--- config.mk ---
export PLATFORM = sky130hd
export DESIGN_NAME = integer_text_parser_flat
export DESIGN_NICKNAME = d
export VERILOG_FILES = /design/src/hdl/itp_pkg.sv /design/src/hdl/itp_char_if.sv /design/src/hdl/itp_result_if.sv /design/src/hdl/itp_cfg_if.sv /design/src/hdl/itp_char_stage.sv /design/src/hdl/itp_parse_core.sv /design/src/hdl/itp_out_stage.sv /design/src/hdl/integer_text_parser.sv /design/src/flat_wrapper.sv
export SDC_FILE = /design/constraint.sdc
export NUM_CORES = 1
export LEC_CHECK = 0
export BUFFER_PORTS_ARGS = -buffer_cell sky130_fd_sc_hd__buf_4
export CORE_ASPECT_RATIO = 1.75
export CORE_MARGIN = 2
export CORE_UTILIZATION = 47
export DETAILED_ROUTE_END_ITERATION = 10
export PLACE_DENSITY_LB_ADDON = 0.12
export SYNTH_ARGS = -nofsm -noshare
export SYNTH_HDL_FRONTEND = slang
export SYNTH_SLANG_ARGS = --single-unit
--- constraint.sdc ---
create_clock -name i_clk -period 12.8 [get_ports i_clk]
set_input_delay 0.64 -clock i_clk [delete_from_list [all_inputs] [get_ports i_clk]]
set_output_delay 0.64 -clock i_clk [all_outputs]
set_load 0.01 [all_outputs]
--- src/hdl/itp_pkg.sv ---
`timescale 1ns / 1ps
// ============================================================================
// Integer text parser package
// Shared types and fixed constants for the integer text parser blocks.
// ============================================================================
package itp_pkg;

    localparam int CHAR_BITS       = 8;
    localparam int BASE_BITS       = 5;
    localparam int OFFSET_BITS     = 16;
    localparam int OFFSET_EXT_BITS = 32;
    localparam int CFG_IDX_BITS    = 2;
    localparam int CFG_DATA_BITS   = 8;

    // Configuration register indexes.
    localparam logic [CFG_IDX_BITS-1:0] CFG_RADIX         = 2'd0;
    localparam logic [CFG_IDX_BITS-1:0] CFG_SIGN_ENABLE   = 2'd1;
    localparam logic [CFG_IDX_BITS-1:0] CFG_SUFFIX_ENABLE = 2'd2;

    typedef enum logic [2:0] {
        PH_START,
        PH_PREFIX,
        PH_ZERO,
        PH_DIGITS,
        PH_SUF_I,
        PH_SUF_B,
        PH_TAIL
    } t_phase;

    typedef struct packed {
        logic [BASE_BITS-1:0] radix;
        logic                 sign_enable;
        logic                 suffix_enable;
    } t_cfg;

    typedef struct packed {
        logic                 valid;
        logic [CHAR_BITS-1:0] chr;
    } t_char_word;

    typedef struct packed {
        logic [OFFSET_BITS-1:0] end_offset;
        logic                   strict_ok;
        logic                   digits_seen;
    } t_result_meta;

endpackage

--- src/hdl/itp_char_if.sv ---
`timescale 1ns / 1ps
// ============================================================================
// Character channel
// Carries one character of the text string per word.
// ============================================================================
interface itp_char_if;
    logic                           valid;
    logic                           ready;
    logic [itp_pkg::CHAR_BITS-1:0]  char_in;

    modport source (output valid, output char_in, input ready);
    modport sink   (input valid, input char_in, output ready);
endinterface

--- src/hdl/itp_result_if.sv ---
`timescale 1ns / 1ps
// ============================================================================
// Result channel
// Carries one parse result per terminated string.
// ============================================================================
interface itp_result_if #(
    parameter int VALUE_BITS = 64
);
    logic                             valid;
    logic                             ready;
    logic [VALUE_BITS-1:0]            value;
    logic [itp_pkg::OFFSET_BITS-1:0]  end_offset;
    logic                             strict_ok;
    logic                             digits_seen;

    modport source (output valid, output value, output end_offset, output strict_ok,
                    output digits_seen, input ready);
    modport sink   (input valid, input value, input end_offset, input strict_ok,
                    input digits_seen, output ready);
endinterface

--- src/hdl/itp_cfg_if.sv ---
`timescale 1ns / 1ps
// ============================================================================
// Configuration write channel
// Carries a register index and the data to be written to it.
// ============================================================================
interface itp_cfg_if;
    logic                               valid;
    logic                               ready;
    logic [itp_pkg::CFG_IDX_BITS-1:0]   index;
    logic [itp_pkg::CFG_DATA_BITS-1:0]  data;

    modport source (output valid, output index, output data, input ready);
    modport sink   (input valid, input index, input data, output ready);
endinterface

--- src/hdl/itp_char_stage.sv ---
`timescale 1ns / 1ps
// ============================================================================
// Character input register
// Holds one accepted character until the parse core takes it.
// ============================================================================
module itp_char_stage (
    input  logic                           i_clk,
    input  logic                           i_rst_n,
    input  logic                           i_valid,
    input  logic [itp_pkg::CHAR_BITS-1:0]  i_char,
    output logic                           o_ready,
    input  logic                           i_take,
    output itp_pkg::t_char_word            o_word
);

    logic                          r_valid;
    logic [itp_pkg::CHAR_BITS-1:0] r_char;

    assign o_ready = !r_valid || i_take;

    always_ff @(posedge i_clk) begin
        if (!i_rst_n) begin
            r_valid <= 1'b0;
        end else if (o_ready) begin
            r_valid <= i_valid;
        end
    end

    always_ff @(posedge i_clk) begin
        if (o_ready && i_valid) begin
            r_char <= i_char;
        end
    end

    assign o_word.valid = r_valid;
    assign o_word.chr   = r_char;

endmodule

--- src/hdl/itp_parse_core.sv ---
`timescale 1ns / 1ps
// ============================================================================
// Parse core
// Per-string parse state and the combinational update for one character.
// ============================================================================
module itp_parse_core #(
    parameter int VALUE_BITS = 64,
    parameter int LEN_BITS   = 16
) (
    input  logic                        i_clk,
    input  logic                        i_rst_n,
    input  itp_pkg::t_cfg               i_cfg,
    input  itp_pkg::t_char_word         i_word,
    input  logic                        i_res_room,
    output logic                        o_take,
    output logic                        o_res_load,
    output logic [VALUE_BITS-1:0]       o_res_value,
    output itp_pkg::t_result_meta       o_res_meta
);

    localparam int PROD_BITS = VALUE_BITS + itp_pkg::BASE_BITS;
    localparam int SUM_BITS  = LEN_BITS + 1;

    localparam logic [itp_pkg::CHAR_BITS-1:0] CH_NUL     = 8'h00;
    localparam logic [itp_pkg::CHAR_BITS-1:0] CH_NL      = 8'h0a;
    localparam logic [itp_pkg::CHAR_BITS-1:0] CH_MINUS   = 8'h2d;
    localparam logic [itp_pkg::CHAR_BITS-1:0] CH_ZERO    = 8'h30;
    localparam logic [itp_pkg::CHAR_BITS-1:0] CH_NINE    = 8'h39;
    localparam logic [itp_pkg::CHAR_BITS-1:0] CH_LO_A    = 8'h61;
    localparam logic [itp_pkg::CHAR_BITS-1:0] CH_LO_F    = 8'h66;
    localparam logic [itp_pkg::CHAR_BITS-1:0] CH_LO_G    = 8'h67;
    localparam logic [itp_pkg::CHAR_BITS-1:0] CH_LO_I    = 8'h69;
    localparam logic [itp_pkg::CHAR_BITS-1:0] CH_LO_K    = 8'h6b;
    localparam logic [itp_pkg::CHAR_BITS-1:0] CH_LO_M    = 8'h6d;
    localparam logic [itp_pkg::CHAR_BITS-1:0] CH_LO_X    = 8'h78;
    localparam logic [itp_pkg::CHAR_BITS-1:0] CH_UP_B    = 8'h42;
    localparam logic [itp_pkg::CHAR_BITS-1:0] CASE_BIT   = 8'h20;

    localparam logic [itp_pkg::BASE_BITS-1:0] BASE_OCT   = 5'd8;
    localparam logic [itp_pkg::BASE_BITS-1:0] BASE_DEC   = 5'd10;
    localparam logic [itp_pkg::BASE_BITS-1:0] BASE_HEX   = 5'd16;

    localparam int SHIFT_K = 10;
    localparam int SHIFT_M = 20;
    localparam int SHIFT_G = 30;

    itp_pkg::t_phase                 r_phase, n_phase;
    logic [VALUE_BITS-1:0]           r_accum, n_accum;
    logic [itp_pkg::BASE_BITS-1:0]   r_base, n_base;
    logic [LEN_BITS-1:0]             r_consumed, n_consumed;
    logic                            r_negate, n_negate;
    logic                            r_digit_flag, n_digit_flag;
    logic [1:0]                      r_tail_cnt, n_tail_cnt;
    logic                            r_tail_nl, n_tail_nl;

    logic [itp_pkg::CHAR_BITS-1:0]   w_chr;
    logic [itp_pkg::CHAR_BITS-1:0]   w_lc;
    logic                            w_is_nul;
    logic                            w_hex_ok;
    logic [3:0]                      w_hex_val;
    logic [itp_pkg::BASE_BITS-1:0]   w_dig_base;
    logic                            w_dig_ok;
    logic [PROD_BITS-1:0]            w_prod;
    logic [VALUE_BITS-1:0]           w_mac;
    logic                            w_suffix_hit;
    logic [VALUE_BITS-1:0]           w_shifted;
    logic                            w_digit_step;
    logic                            w_tail_step;
    logic [1:0]                      w_take_cnt;
    logic [SUM_BITS-1:0]             w_sum;
    logic [LEN_BITS-1:0]             w_consumed_sat;
    logic [itp_pkg::OFFSET_EXT_BITS-1:0] w_off_ext;

    assign w_chr    = i_word.chr;
    assign w_lc     = i_word.chr | CASE_BIT;
    assign w_is_nul = (w_chr == CH_NUL);

    // A terminator can only move on when the result register has room.
    assign o_take     = i_word.valid && (!w_is_nul || i_res_room);
    assign o_res_load = i_word.valid && w_is_nul && i_res_room;

    // Hex digit decode, either case.
    always_comb begin
        w_hex_ok  = 1'b0;
        w_hex_val = 4'd0;
        if (w_chr >= CH_ZERO && w_chr <= CH_NINE) begin
            w_hex_ok  = 1'b1;
            w_hex_val = 4'(w_chr - CH_ZERO);
        end else if (w_lc >= CH_LO_A && w_lc <= CH_LO_F) begin
            w_hex_ok  = 1'b1;
            w_hex_val = 4'(w_lc - CH_LO_A + 8'd10);
        end
    end

    // Base in force for this character's digit test.
    always_comb begin
        if (r_phase == itp_pkg::PH_DIGITS) begin
            w_dig_base = r_base;
        end else if (r_phase == itp_pkg::PH_ZERO) begin
            w_dig_base = (i_cfg.radix != '0) ? i_cfg.radix : BASE_OCT;
        end else begin
            w_dig_base = (i_cfg.radix != '0) ? i_cfg.radix : BASE_DEC;
        end
    end

    // Before the first digit the accumulator is zero, so the leading zero of
    // an octal number needs no extra multiply.
    assign w_dig_ok = w_hex_ok && (itp_pkg::BASE_BITS'(w_hex_val) < w_dig_base);
    assign w_prod   = PROD_BITS'(r_accum) * PROD_BITS'(w_dig_base);
    assign w_mac    = w_prod[VALUE_BITS-1:0] + VALUE_BITS'(w_hex_val);

    assign w_suffix_hit = i_cfg.suffix_enable &&
                          (w_lc == CH_LO_K || w_lc == CH_LO_M || w_lc == CH_LO_G);

    always_comb begin
        if (w_lc == CH_LO_G) begin
            w_shifted = r_accum << SHIFT_G;
        end else if (w_lc == CH_LO_M) begin
            w_shifted = r_accum << SHIFT_M;
        end else begin
            w_shifted = r_accum << SHIFT_K;
        end
    end

    always_ff @(posedge i_clk) begin
        if (!i_rst_n) begin
            r_phase      <= itp_pkg::PH_START;
            r_accum      <= '0;
            r_base       <= '0;
            r_consumed   <= '0;
            r_negate     <= 1'b0;
            r_digit_flag <= 1'b0;
            r_tail_cnt   <= 2'd0;
            r_tail_nl    <= 1'b0;
        end else begin
            r_phase      <= n_phase;
            r_accum      <= n_accum;
            r_base       <= n_base;
            r_consumed   <= n_consumed;
            r_negate     <= n_negate;
            r_digit_flag <= n_digit_flag;
            r_tail_cnt   <= n_tail_cnt;
            r_tail_nl    <= n_tail_nl;
        end
    end

    // Next-state logic for one character.
    always_comb begin
        n_phase      = r_phase;
        n_accum      = r_accum;
        n_base       = r_base;
        n_negate     = r_negate;
        n_digit_flag = r_digit_flag;
        n_tail_cnt   = r_tail_cnt;
        n_tail_nl    = r_tail_nl;
        w_digit_step = 1'b0;
        w_tail_step  = 1'b0;
        w_take_cnt   = 2'd0;

        if (w_is_nul) begin
            // A lone zero still counts as one consumed digit.
            w_take_cnt = (r_phase == itp_pkg::PH_ZERO) ? 2'd1 : 2'd0;
            if (o_take) begin
                n_phase      = itp_pkg::PH_START;
                n_accum      = '0;
                n_base       = '0;
                n_negate     = 1'b0;
                n_digit_flag = 1'b0;
                n_tail_cnt   = 2'd0;
                n_tail_nl    = 1'b0;
            end
        end else if (o_take) begin
            unique case (r_phase)
                itp_pkg::PH_START, itp_pkg::PH_PREFIX: begin
                    if (r_phase == itp_pkg::PH_START && w_chr == CH_MINUS &&
                        i_cfg.sign_enable) begin
                        n_negate   = 1'b1;
                        w_take_cnt = 2'd1;
                        n_phase    = itp_pkg::PH_PREFIX;
                    end else if (w_chr == CH_ZERO) begin
                        n_phase = itp_pkg::PH_ZERO;
                    end else begin
                        n_base       = w_dig_base;
                        w_digit_step = 1'b1;
                    end
                end
                itp_pkg::PH_ZERO: begin
                    if (w_lc == CH_LO_X) begin
                        n_base     = BASE_HEX;
                        w_take_cnt = 2'd2;
                        n_phase    = itp_pkg::PH_DIGITS;
                    end else begin
                        n_base       = w_dig_base;
                        n_digit_flag = 1'b1;
                        w_take_cnt   = 2'd1;
                        w_digit_step = 1'b1;
                    end
                end
                itp_pkg::PH_DIGITS: begin
                    w_digit_step = 1'b1;
                end
                itp_pkg::PH_SUF_I: begin
                    if (w_chr == CH_LO_I) begin
                        w_take_cnt = 2'd1;
                        n_phase    = itp_pkg::PH_SUF_B;
                    end else if (w_chr == CH_UP_B) begin
                        w_take_cnt = 2'd1;
                        n_phase    = itp_pkg::PH_TAIL;
                    end else begin
                        w_tail_step = 1'b1;
                    end
                end
                itp_pkg::PH_SUF_B: begin
                    if (w_chr == CH_UP_B) begin
                        w_take_cnt = 2'd1;
                        n_phase    = itp_pkg::PH_TAIL;
                    end else begin
                        w_tail_step = 1'b1;
                    end
                end
                default: begin
                    w_tail_step = 1'b1;
                end
            endcase

            if (w_digit_step) begin
                n_phase = itp_pkg::PH_DIGITS;
                if (w_dig_ok) begin
                    n_accum      = w_mac;
                    n_digit_flag = 1'b1;
                    w_take_cnt   = w_take_cnt + 2'd1;
                end else if (w_suffix_hit) begin
                    n_accum    = w_shifted;
                    w_take_cnt = w_take_cnt + 2'd1;
                    n_phase    = itp_pkg::PH_SUF_I;
                end else begin
                    w_tail_step = 1'b1;
                end
            end

            // Trailing characters are only counted, up to two.
            if (w_tail_step) begin
                n_phase = itp_pkg::PH_TAIL;
                if (r_tail_cnt == 2'd0) begin
                    n_tail_nl = (w_chr == CH_NL);
                end
                if (r_tail_cnt != 2'd2) begin
                    n_tail_cnt = r_tail_cnt + 2'd1;
                end
            end
        end
    end

    // Saturating consumed count; a carry out means it passed the maximum.
    assign w_sum          = {1'b0, r_consumed} + SUM_BITS'(w_take_cnt);
    assign w_consumed_sat = w_sum[LEN_BITS] ? '1 : w_sum[LEN_BITS-1:0];

    always_comb begin
        if (!o_take) begin
            n_consumed = r_consumed;
        end else if (w_is_nul) begin
            n_consumed = '0;
        end else begin
            n_consumed = w_consumed_sat;
        end
    end

    assign w_off_ext   = itp_pkg::OFFSET_EXT_BITS'(w_consumed_sat);
    assign o_res_value = r_negate ? (VALUE_BITS'(0) - r_accum) : r_accum;

    assign o_res_meta.end_offset  = w_off_ext[itp_pkg::OFFSET_BITS-1:0];
    assign o_res_meta.strict_ok   = (w_consumed_sat != '0) &&
                                    (r_tail_cnt == 2'd0 || (r_tail_cnt == 2'd1 && r_tail_nl));
    assign o_res_meta.digits_seen = r_digit_flag || (r_phase == itp_pkg::PH_ZERO);

endmodule

--- src/hdl/itp_out_stage.sv ---
`timescale 1ns / 1ps
// ============================================================================
// Result output register
// Holds one finished result until the downstream side takes it.
// ============================================================================
module itp_out_stage #(
    parameter int VALUE_BITS = 64
) (
    input  logic                   i_clk,
    input  logic                   i_rst_n,
    input  logic                   i_load,
    input  logic [VALUE_BITS-1:0]  i_value,
    input  itp_pkg::t_result_meta  i_meta,
    output logic                   o_room,
    output logic                   o_valid,
    input  logic                   i_ready,
    output logic [VALUE_BITS-1:0]  o_value,
    output itp_pkg::t_result_meta  o_meta
);

    logic                  r_valid;
    logic [VALUE_BITS-1:0] r_value;
    itp_pkg::t_result_meta r_meta;

    assign o_room = !r_valid || i_ready;

    always_ff @(posedge i_clk) begin
        if (!i_rst_n) begin
            r_valid <= 1'b0;
        end else if (o_room) begin
            r_valid <= i_load;
        end
    end

    always_ff @(posedge i_clk) begin
        if (i_load) begin
            r_value <= i_value;
            r_meta  <= i_meta;
        end
    end

    assign o_valid = r_valid;
    assign o_value = r_value;
    assign o_meta  = r_meta;

endmodule

--- src/hdl/integer_text_parser.sv ---
`timescale 1ns / 1ps
// ============================================================================
// Integer text parser
// Parses an unsigned or signed integer with optional base prefix and size
// suffix from a NUL-terminated character stream.
// ============================================================================
//
//  Channel   Direction  Word carries                                  Per
//  --------  ---------  --------------------------------------------  ----------
//  i_char    in         char_in (8 bits), NUL ends the string         character
//  o_result  out        value, end_offset, strict_ok, digits_seen     string
//  i_cfg     in         index (0 radix, 1 sign enable, 2 suffix en.)  write
//
// One character word is accepted every cycle when the result side keeps up.
// A character is held in the input register, is folded into the parse
// state by a single multiply-add, and a NUL loads the result register in the
// same cycle. The result word is offered from the result register.
// Reset clears the parse state and sets all configuration registers to zero.
// A NUL waits in the input register while the result register is full and
// not being taken; other characters never stall.
//
module integer_text_parser #(
    parameter int VALUE_BITS = 64,
    parameter int LEN_BITS   = 16
) (
    input  logic                 i_clk,
    input  logic                 i_rst_n,
    itp_char_if.sink             i_char,
    itp_result_if.source         o_result,
    itp_cfg_if.sink              i_cfg
);

    // Configuration registers. Writes are always accepted; an index beyond
    // the register list is ignored.
    itp_pkg::t_cfg r_cfg;

    assign i_cfg.ready = 1'b1;

    always_ff @(posedge i_clk) begin
        if (!i_rst_n) begin
            r_cfg <= '0;
        end else if (i_cfg.valid) begin
            unique case (i_cfg.index)
                itp_pkg::CFG_RADIX: begin
                    r_cfg.radix <= i_cfg.data[itp_pkg::BASE_BITS-1:0];
                end
                itp_pkg::CFG_SIGN_ENABLE: begin
                    r_cfg.sign_enable <= i_cfg.data[0];
                end
                itp_pkg::CFG_SUFFIX_ENABLE: begin
                    r_cfg.suffix_enable <= i_cfg.data[0];
                end
                default: begin
                    r_cfg <= r_cfg;
                end
            endcase
        end
    end

    // Datapath between the input register and the result register.
    itp_pkg::t_char_word   w_word;
    logic                  w_take;
    logic                  w_res_load;
    logic                  w_res_room;
    logic [VALUE_BITS-1:0] w_res_value;
    itp_pkg::t_result_meta w_res_meta;
    logic [VALUE_BITS-1:0] w_out_value;
    itp_pkg::t_result_meta w_out_meta;

    itp_char_stage u_char_stage (
        .i_clk   (i_clk),
        .i_rst_n (i_rst_n),
        .i_valid (i_char.valid),
        .i_char  (i_char.char_in),
        .o_ready (i_char.ready),
        .i_take  (w_take),
        .o_word  (w_word)
    );

    itp_parse_core #(
        .VALUE_BITS (VALUE_BITS),
        .LEN_BITS   (LEN_BITS)
    ) u_parse_core (
        .i_clk       (i_clk),
        .i_rst_n     (i_rst_n),
        .i_cfg       (r_cfg),
        .i_word      (w_word),
        .i_res_room  (w_res_room),
        .o_take      (w_take),
        .o_res_load  (w_res_load),
        .o_res_value (w_res_value),
        .o_res_meta  (w_res_meta)
    );

    itp_out_stage #(
        .VALUE_BITS (VALUE_BITS)
    ) u_out_stage (
        .i_clk   (i_clk),
        .i_rst_n (i_rst_n),
        .i_load  (w_res_load),
        .i_value (w_res_value),
        .i_meta  (w_res_meta),
        .o_room  (w_res_room),
        .o_valid (o_result.valid),
        .i_ready (o_result.ready),
        .o_value (w_out_value),
        .o_meta  (w_out_meta)
    );

    assign o_result.value       = w_out_value;
    assign o_result.end_offset  = w_out_meta.end_offset;
    assign o_result.strict_ok   = w_out_meta.strict_ok;
    assign o_result.digits_seen = w_out_meta.digits_seen;

endmodule

--- src/flat_wrapper.sv ---
// flat-port wrapper written by rule: the top's interface ports become plain ports
module integer_text_parser_flat 
#(
    parameter int VALUE_BITS = 64,
    parameter int LEN_BITS   = 16
)
  (i_clk, i_rst_n, i_char_valid, i_char_char_in, i_char_ready, o_result_valid, o_result_value, o_result_end_offset, o_result_strict_ok, o_result_digits_seen, o_result_ready, i_cfg_valid, i_cfg_index, i_cfg_data, i_cfg_ready);
  itp_char_if i_char_i ();
  itp_result_if #(.VALUE_BITS(VALUE_BITS)) o_result_i ();
  itp_cfg_if i_cfg_i ();
  input  logic i_clk;
  input  logic i_rst_n;
  input wire logic [$bits(i_char_i.valid)-1:0] i_char_valid;
  input wire logic [$bits(i_char_i.char_in)-1:0] i_char_char_in;
  output wire logic [$bits(i_char_i.ready)-1:0] i_char_ready;
  output wire logic [$bits(o_result_i.valid)-1:0] o_result_valid;
  output wire logic [$bits(o_result_i.value)-1:0] o_result_value;
  output wire logic [$bits(o_result_i.end_offset)-1:0] o_result_end_offset;
  output wire logic [$bits(o_result_i.strict_ok)-1:0] o_result_strict_ok;
  output wire logic [$bits(o_result_i.digits_seen)-1:0] o_result_digits_seen;
  input wire logic [$bits(o_result_i.ready)-1:0] o_result_ready;
  input wire logic [$bits(i_cfg_i.valid)-1:0] i_cfg_valid;
  input wire logic [$bits(i_cfg_i.index)-1:0] i_cfg_index;
  input wire logic [$bits(i_cfg_i.data)-1:0] i_cfg_data;
  output wire logic [$bits(i_cfg_i.ready)-1:0] i_cfg_ready;
  assign i_char_i.valid = i_char_valid;
  assign i_char_i.char_in = i_char_char_in;
  assign i_char_ready = i_char_i.ready;
  assign o_result_valid = o_result_i.valid;
  assign o_result_value = o_result_i.value;
  assign o_result_end_offset = o_result_i.end_offset;
  assign o_result_strict_ok = o_result_i.strict_ok;
  assign o_result_digits_seen = o_result_i.digits_seen;
  assign o_result_i.ready = o_result_ready;
  assign i_cfg_i.valid = i_cfg_valid;
  assign i_cfg_i.index = i_cfg_index;
  assign i_cfg_i.data = i_cfg_data;
  assign i_cfg_ready = i_cfg_i.ready;
  integer_text_parser #(.VALUE_BITS(VALUE_BITS), .LEN_BITS(LEN_BITS)) u_core (.i_clk(i_clk), .i_rst_n(i_rst_n), .i_char(i_char_i), .o_result(o_result_i), .i_cfg(i_cfg_i));
endmodule
# --- Word level (Yosys, flattened, before mapping) ---
# Index checks and enable logic that the tools add are counted.
# Widths: inputs -> output; s select.
classes:
  n_addsub: 8
  n_mul: 1
  order_cmp: 5
  eq_ne: 22
  n_mux: 86
  reduce_logical: 48
ops:
  columns: ["cell", "count"]
  rows:
  - ["$mux 64", 9]
  - ["$add 64x4->64", 1]
  - ["$mul 64x5->64", 1]
  - ["$sub 1x64->64 const A", 1]
  - ["$mux 5", 10]
  - ["$mux 3", 12]
  - ["$mux 1", 33]
  - ["$mux 16", 2]
  - ["$eq 7x6->1 const B", 4]
  - ["$mux 2", 13]
  - ["$add 16x2->17", 1]
  - ["$eq 8x6->1 const B", 2]
  - ["$eq 8x7->1 const B", 2]
  - ["$reduce_bool 16->1", 1]
  - ["$logic_and 1x1->1", 12]
  - ["$pmux 3 s4", 1]
  - ["$reduce_and 3->1", 4]
  - ["$reduce_bool 2->1", 6]
  - ["$pmux 5 s2", 1]
  - ["$eq 8x4->1 const B", 1]
  - ["$ge 8x6->1 const B", 1]
  - ["$ge 8x7->1 const B", 1]
  - ["$le 8x6->1 const B", 1]
  - ["$le 8x7->1 const B", 1]
  - ["28 further kinds", 49]
totals:
  reg_bits: 192
  inputBits: 23
  output_inout_bits: 85
  word_cells: 188

# --- Depth between registers and ports, before layout ---
logic_depth:
  depth_word: 17
  mapped_depth: 26
  mapped_depth_nobuf: 26

# --- Modules after synthesis ---
# From an unflattened synthesis, not the netlist that was laid out.
unflattened:
  hier_cells: 2608
  hier_area_um2: 21659.5
by_module_without_submodules:
  columns: ["mod", "instances", "cells_each", "area_per_inst_um2", "seq_area_each_um2"]
  rows:
  - ["itp_parse_core", 1, 2476, 18537.8, 1861.8]
  - ["itp_out_stage", 1, 86, 2511.2, 2482.4]
  - ["integer_text_parser", 1, 32, 305.3, 140.1]
  - ["itp_char_stage", 1, 14, 305.3, 260.2]

# --- Worst setup path before layout ---
# OpenSTA, ideal clock, no wires.
synth_path:
  kind: "register to register"
  from: "register u_core.r_cfg[3] (netlist bit)"
  to: "register u_core.u_parse_core.r_accum[60]"
  setup_time_ps: 122
  arrival_ps: 6183
  required_ps: 12678
  setup_slack_ps: 6495
  stages_incl_launch_ff: 23
  n_path_buf: 2
  period_less_slack_ps: 6305
  path_cell_list: "dfxtp_1 -> or4_1 -> nor2_1 -> nor2_1 -> a21oi_1 -> clkbuf_1 -> clkbuf_1 -> nand2_1 -> fa_1 -> fa_1 -> fa_1 -> inv_1 -> ha_1 -> nor2b_1 -> o2111ai_1 -> a2111oi_0 -> o31ai_1 -> a31oi_1 -> o22ai_1 -> or2_2 -> o41ai_1 -> xor2_1 -> a221o_1"
synth_between:
  elab_chain_cells: 10
  elab_cells_between_ends: 15
  classes_between: "1 x add/sub; 1 x mul; 1 x order compare; 8 x mux; 4 x reduce/logical"
synth_rtl:
  columns: ["element", "line", "source"]
  rows:
  - ["start, declared", "integer_text_parser.sv:35", "itp_pkg::t_cfg r_cfg;"]
  - ["start signal, assigned", "integer_text_parser.sv:54", "r_cfg <= r_cfg;"]
  - ["$reduce_bool 5->1", "itp_parse_core.sv:100, itp_parse_core.sv:102", null]
  - ["$mux 5, on equally long branches", "itp_parse_core.sv:102, itp_parse_core.sv:100", null]
  - ["$mux 5 (*)", "itp_parse_core.sv:99", "end else if (r_phase == itp_pkg::PH_ZERO) begin"]
  - ["$mux 5 (*)", "itp_parse_core.sv:97", "if (r_phase == itp_pkg::PH_DIGITS) begin"]
  - ["$mul 64x5->64 / $lt 4x5->1 (equally long branches)", "itp_parse_core.sv:109, itp_parse_core.sv:108", null]
  - ["$add 64x4->64 / $logic_and 1x1->1 (equally long branches)", "itp_parse_core.sv:110, itp_parse_core.sv:108", null]
  - ["$mux 64", "itp_parse_core.sv:228", "if (w_dig_ok) begin"]
  - ["$mux 64", "itp_parse_core.sv:226", "if (w_digit_step) begin"]
  - ["$mux 64", "itp_parse_core.sv:172", "end else if (o_take) begin"]
  - ["$mux 64", "itp_parse_core.sv:160", "if (w_is_nul) begin"]
  - ["end signal, assigned", "itp_parse_core.sv:137", "r_accum <= n_accum;"]
  - ["end, declared", "itp_parse_core.sv:48", "logic [VALUE_BITS-1:0] r_accum, n_accum;"]
# Mark *: on every way between the ends. The rest lies on a longest branch, timed or not. The select of a mux whose other input is x is not followed.
# A chain may end at the register's enable or synchronous reset.

# --- Worst setup path after layout ---
layout_path:
  from: "register u_core.u_parse_core.r_phase[0]"
  to: "register u_core.u_parse_core.r_accum[56]"
layout_between:
  elab_chain_cells: 9
  elab_cells_between_ends: 24
  classes_between: "1 x add/sub; 1 x mul; 1 x order compare; 3 x eq/ne; 10 x mux; 8 x reduce/logical"
layout_rtl:
  columns: ["element", "line", "source"]
  rows:
  - ["start, declared", "itp_parse_core.sv:47", "itp_pkg::t_phase r_phase, n_phase;"]
  - ["start signal, assigned", "itp_parse_core.sv:127", "r_phase <= itp_pkg::PH_START;"]
  - ["start signal, assigned", "itp_parse_core.sv:136", "r_phase <= n_phase;"]
  - ["$eq 3x2->1 / $logic_not 3->1 (equally long branches)", "itp_parse_core.sv:99, itp_parse_core.sv:173, itp_parse_core.sv:175", null]
  - ["$mux 5 / $logic_and 1x1->1 (equally long branches)", "itp_parse_core.sv:99, itp_parse_core.sv:175", null]
  - ["$mux 5 / $logic_and 1x1->1 (equally long branches)", "itp_parse_core.sv:97, itp_parse_core.sv:175", null]
  - ["$mul 64x5->64, or another cell as far along", "itp_parse_core.sv:109", "assign w_prod = PROD_BITS'(r_accum) * PROD_BITS'(w_dig_base);"]
  - ["$add 64x4->64, or another cell as far along", "itp_parse_core.sv:110", "assign w_mac = w_prod[VALUE_BITS-1:0] + VALUE_BITS'(w_hex_val);"]
  - ["$mux 64 / $mux 1 (equally long branches)", "itp_parse_core.sv:228, itp_parse_core.sv:172", null]
  - ["$mux 64 / $mux 1 (equally long branches)", "itp_parse_core.sv:226, itp_parse_core.sv:160", null]
  - ["$mux 64 / $reduce_bool 2->1 (equally long branches)", null, null]
  - ["$mux 64 / $reduce_and 3->1 (equally long branches)", null, null]
# Parallel ways exist; a longest one is shown, timed or not. The select of a mux whose other input is x is not followed.

==> results.md <==
- Entering global routing, the biggest net connects 71 pins.
- The mean instance size in the synthesized netlist is 8.367 um2.
- The combinational cell fraction of total power is around a tenth.
- For this design the ratio of total power to cell area is ~57 nW/um2.
- The data arrival time of the worst path is 8160 ps.
- The synthesized design contains 90 enable-type register cells.
- After layout, the worst path uses between 60% and 70% of the clock period.
- The delay contributed by the slowest stage of the critical path is 720 ps.
- The share of async-settable or async-resettable flops after synthesis is 0%.
- The total clock buffers created by CTS is 17.
- The worst setup path is launched from a register.
- Traced cell by cell, the critical path runs through nand3b_1 > mux2_2 > buf_4 > and2_1 > fa_1 > fa_1 > inv_1 > fa_1 > inv_1 > ha_1 > nand2_1 > nor4_1 > and3_1 > o31ai_1 > a31oi_1 > o22ai_1 > o21ai_0 > a311oi_1 > a2111oi_0 > a221o_1.
- The sum of net half-perimeters after detailed placement is 46,170 um.
- The global-route track usage on met1 is 28.69%.
- During synthesis, Yosys emitted a total of 0 warnings.
- The synthesized netlist devotes roughly 15% of its cell area to compound gates.
- The dominant synthesized flop cell is sky130_fd_sc_hd__dfxtp_1.
- The tool flagged a number of max-cap violations equal to 0.
- The instance count of the mapped netlist is roughly 2,600.
- The wire length of the first global-routing pass is 100,300 um.
- The total routing usage reported by global routing is around a quarter.
- The switching share of power is 28.77%.
- The number of antenna violations at the first check in global routing is 1.
- Along the worst path, the maximum fanout reaches 60.
- The number of nets in the synthesized netlist is 2,922.
- The met2 global-route usage is 52.52%.
- The number of hold buffers added after cts is 0.
- The max-slew violation count is 0.
- The number of H-tree levels is 4.
- Of the synthesized area, sequential elements account for 22.00%.
- The layer carrying the most global-route usage is met2.
- The maximum root-to-sink buffer count is 2.
- The latest clock arrival within the worst-skew pair is 470 ps.
- The layout-stage area growth over the synthesis result is 7.680%.
- The number of nets in the layout is 2,896.
- The total clock sinks is 192.
- Timing would allow up to 128.9 MHz.
- The clock network accounts for 41.1% of the total power.
- The overall via count from detail_route is 18,000.
- Before antenna repair, the detailed router went through 5 iterations.
- The critical path is of the reg -> reg type.
- The pre-CTS setup slack is 5165 ps.
- The flow ran to the end, and the final reports show no timing, DRC or antenna violations.
- The via count of the first global-routing pass was 18,670.
- The post-synthesis xor/xnor area fraction is 5.725%.
- Summed over all layers, the routed wires come to 62,220 um.
- The initial standard-cell utilization of the core is 47.69%.
- Headroom to the max-slew limit came out at between 10% and 20%.
- TritonCTS built the clock tree.
- At the worst endpoint, the required time is ~13,000 ps.
- The sequential power share is 49.6%.
- The final setup violation count is 0.
- The number of register bits inferred by synthesis is approximately 190.
- The remaining design rule violation count is 0.
- The core region is around 45,000 um2.
- The multiplexer share of the synthesized area is 2.894%.
- After floorplanning, the core was divided into 103 placement rows.
- The net switching power figure is 0.0003792 W.
- The maximum vdd drop is 80.02 uV.
- The height of the die is approximately 290 um.
- The wire length per cell is 19.80 um.
- After routing, the total negative slack on setup checks comes to 0 ps.
- The main combinational cell family by area after synthesis is adder cells.
- After detailed routing, the number of vias per cell comes to ~5.7.
- Global routing consumed, on the met3 layer, 2.396% of the routing resources.
- The post-route total power is 0.001318 W.
- In this run the count of I/O pins placed on the die edge is 108.
- Setup repair after global routing left no endpoint under its margin.
- The remaining antenna violation count after routing is 0.
- In this design, the critical path's most frequently occurring cell is sky130_fd_sc_hd__fa_1.
- The number of distinct library cells after synthesis is slightly above 80.
- The shortest clock period the worst path allows after layout is 7757 ps.
- Counting the fill cells in the layout gives roughly 4,400.
- The post-synthesis simple-gate area fraction is roughly a fifth.
- Final hold analysis gives a worst-case slack of 345.9 ps.
- The leftover overflow at the end of global routing is 0.
- Once the clock tree was built, the resizer swapped 0 gates to a different size.
- The cell internal power dissipation is 0.0009387 W.
- The highest-delay cell along the critical path is sky130_fd_sc_hd__nor4_1.
- Routability-driven placement finished with a final weighted congestion of 0.9221.
- The tree is rooted in a sky130_fd_sc_hd__clkbuf_16.
- Measured along the x axis, the die boundary spans 165.9 um.
- The path type of the worst min-delay path is in -> reg.
- The repair_antennas step left the layout with diodes totalling 0.
- Clock-pin slew was measured on the worst setup and hold paths at 80 ps.
- The fraction of the mapped netlist area in adder cells is 25.00%.
- Post-CTS timing repair inserted 0 buffers for setup.
- STA classifies the critical path endpoint as a register.
- In this run the cell area of the synthesized design comes to ~22,000 um2.
- For the pin with the worst max-slew slack, the measured transition is between 1000 and 1500 ps.
- The share of cells above drive strength 1 is 7.485%.
- During placement, the flow inserted port buffers numbering 103.
- Between clock sinks in the finished design, the worst skew comes to 20.38 ps.
- The leakage power is between 10 and 15 nW.
- The final hold violation count was 0.
- Setup slack on the critical path of the routed design comes to 5043 ps.
- The die covers 47,690 um2.
- After the first detailed-routing iteration, the DRC count stood at between 900 and 1,000.
==> layer usage <==
| layer | up-vias | wire (um) |
|---|---|---|
| met5 | - | 20 |
| met4 | 2 | 1894 |
| met3 | 111 | 1961 |
| met2 | 401 | 34780 |
| met1 | 8993 | 23560 |
| li1 | 8497 | - |
==> cell usage in the layout, fill, tap and decap left out, drive strengths merged, types with 14 or more instances in the layout <==
| cell type | count |
|---|---|
| a211oi | 26 |
| a21o | 33 |
| a21oi | 156 |
| a22oi | 16 |
| a31oi | 28 |
| and2 | 224 |
| buf | 125 |
| clkbuf | 18 |
| dfxtp | 102 |
| edfxtp | 90 |
| fa | 182 |
| ha | 139 |
| inv | 352 |
| mux2i | 59 |
| nand2 | 174 |
| nand2b | 15 |
| nand3 | 64 |
| nand4 | 14 |
| nor2 | 145 |
| nor2b | 74 |
| nor3 | 37 |
| o21ai | 117 |
| o21bai | 14 |
| o31ai | 29 |
| or3 | 26 |
| xnor2 | 111 |
| xor2 | 30 |
==> critical path, delay by kind of cell (launching register included) <==
family | cells | cell delay [ps]
muxes | 1 | 350
buffers and inverters | 3 | 680
DFF | 1 | 550
AOI/OAI and AO/OA | 7 | 2280
adders and majority gates | 4 | 1960
and+or+nand+nor | 5 | 1810
==> final timing paths <==
path / startpoint / end / slack [ps] / cells after the start
hold / removal: i_char_char_in[6] / u_core.u_char_stage.r_char[6] / 350 / 1
setup reg to reg: u_core.u_parse_core.r_phase[0] / u_core.u_parse_core.r_accum[56] / 5040 / 20
hold reg to reg: u_core.u_parse_core.r_tail_cnt[0] / u_core.u_parse_core.r_tail_cnt[0] / 500 / 2
setup / recovery: u_core.u_parse_core.r_phase[0] / u_core.u_parse_core.r_accum[56] / 5040 / 20
==> final cells by class <==
class | instances | area [um2] | share of cell area [%]
Multi-Input combinational cell | 1869 | 14940 | 64.32
Sequential cell | 192 | 4746 | 20.43
Inverter | 347 | 1304 | 5.613
Timing Repair Buffer | 125 | 938.4 | 4.040
Tap cell | 577 | 721.9 | 3.108
Clock buffer | 18 | 429.2 | 1.848
Clock inverter | 14 | 147.6 | 0.6356
==> kinds of logic after synthesis <==
group,Yosys count
and+or+nand+nor,837
AOI/OAI and AO/OA,506
buffers and inverters,517
adders and majority gates,322
DFF,192
muxes,62
other,1
xor gates and xnor gates,141
==> synthesized netlist by cell type (4+ instances only) <==
cell | n | area [um2]
sky130_fd_sc_hd__nand4_1 | 14 | 87.58
sky130_fd_sc_hd__o22ai_1 | 7 | 43.79
sky130_fd_sc_hd__a2111oi_0 | 4 | 35.03
sky130_fd_sc_hd__nor4_1 | 8 | 50.05
sky130_fd_sc_hd__a21oi_1 | 156 | 780.8
sky130_fd_sc_hd__o31ai_1 | 28 | 210.2
sky130_fd_sc_hd__nand3b_1 | 5 | 37.54
sky130_fd_sc_hd__a21o_1 | 33 | 247.7
sky130_fd_sc_hd__buf_1 | 10 | 37.54
sky130_fd_sc_hd__clkbuf_1 | 156 | 585.6
sky130_fd_sc_hd__inv_1 | 346 | 1299
sky130_fd_sc_hd__or2_2 | 5 | 31.28
sky130_fd_sc_hd__dfxtp_1 | 102 | 2042
sky130_fd_sc_hd__nor3b_1 | 6 | 45.04
sky130_fd_sc_hd__nor3_1 | 37 | 185.2
sky130_fd_sc_hd__ha_1 | 139 | 1739
sky130_fd_sc_hd__xor2_1 | 30 | 262.8
sky130_fd_sc_hd__fa_1 | 182 | 3643
sky130_fd_sc_hd__nand3_1 | 64 | 320.3
sky130_fd_sc_hd__nor4b_1 | 4 | 35.03
sky130_fd_sc_hd__or3_4 | 4 | 45.04
sky130_fd_sc_hd__o21ai_0 | 115 | 575.6
sky130_fd_sc_hd__o21bai_1 | 14 | 105.1
sky130_fd_sc_hd__or4_4 | 4 | 45.04
sky130_fd_sc_hd__a221o_1 | 5 | 50.05
sky130_fd_sc_hd__o21a_1 | 12 | 90.09
sky130_fd_sc_hd__xnor2_1 | 111 | 972.2
sky130_fd_sc_hd__nor2b_1 | 74 | 462.9
sky130_fd_sc_hd__nand2b_1 | 15 | 93.84
sky130_fd_sc_hd__and3_1 | 12 | 75.07
sky130_fd_sc_hd__and2_1 | 224 | 1401
sky130_fd_sc_hd__o41ai_1 | 5 | 43.79
sky130_fd_sc_hd__o211ai_1 | 9 | 67.56
sky130_fd_sc_hd__nand2_1 | 174 | 653.1
sky130_fd_sc_hd__edfxtp_1 | 90 | 2703
sky130_fd_sc_hd__a31oi_1 | 28 | 175.2
sky130_fd_sc_hd__mux2i_1 | 59 | 590.6
sky130_fd_sc_hd__a22oi_1 | 16 | 120.1
sky130_fd_sc_hd__or4_1 | 8 | 60.06
sky130_fd_sc_hd__o2111ai_1 | 4 | 35.03
sky130_fd_sc_hd__a211oi_1 | 26 | 195.2
sky130_fd_sc_hd__or3_1 | 22 | 137.6
sky130_fd_sc_hd__nor2_1 | 145 | 544.3
==> metrics by stage <==
stage | cells | utilization, % | instance area, um2
2_1_floorplan | 2578 | - | 21570
6_report | 3142 | 51.35 | 23230
4_1_cts | 3142 | 51.35 | 23230
3_5_place_dp | 3110 | 50.07 | 22650
5_1_grt | 3142 | 51.35 | 23230
3_3_place_gp | 3110 | 50.07 | 22650
==> sequential cells by signal (all words and copies together) (netlist names) <==
signal                            cells
u_core.u_parse_core.r_accum          64
u_core.u_char_stage.r_char            8
u_core.u_parse_core.r_tail_cnt        2
u_core.u_parse_core.r_digit_flag      1
u_core.u_parse_core.r_negate          1
u_core.u_parse_core.r_tail_nl         1
u_core.u_parse_core.r_phase           3
u_core.u_parse_core.r_consumed       16
u_core.u_char_stage.r_valid           1
u_core.u_parse_core.r_base            5
u_core.u_out_stage.o_meta            18
u_core.r_cfg                          7
u_core.u_out_stage.o_value           64
u_core.u_out_stage.o_valid            1
==> power by group through the flow <==
stage	clock (W)	combinational, W	sequential (W)
floorplan	0	0.0000831	0.000661
global placement	0	0.000121	0.000668
detailed placement	0	0.000123	0.000668
CTS	0.000552	0.000123	0.000654
global route	0.000571	0.000135	0.000655
finish	0.000542	0.000122	0.000654
(Power assumes the default switching activity.)
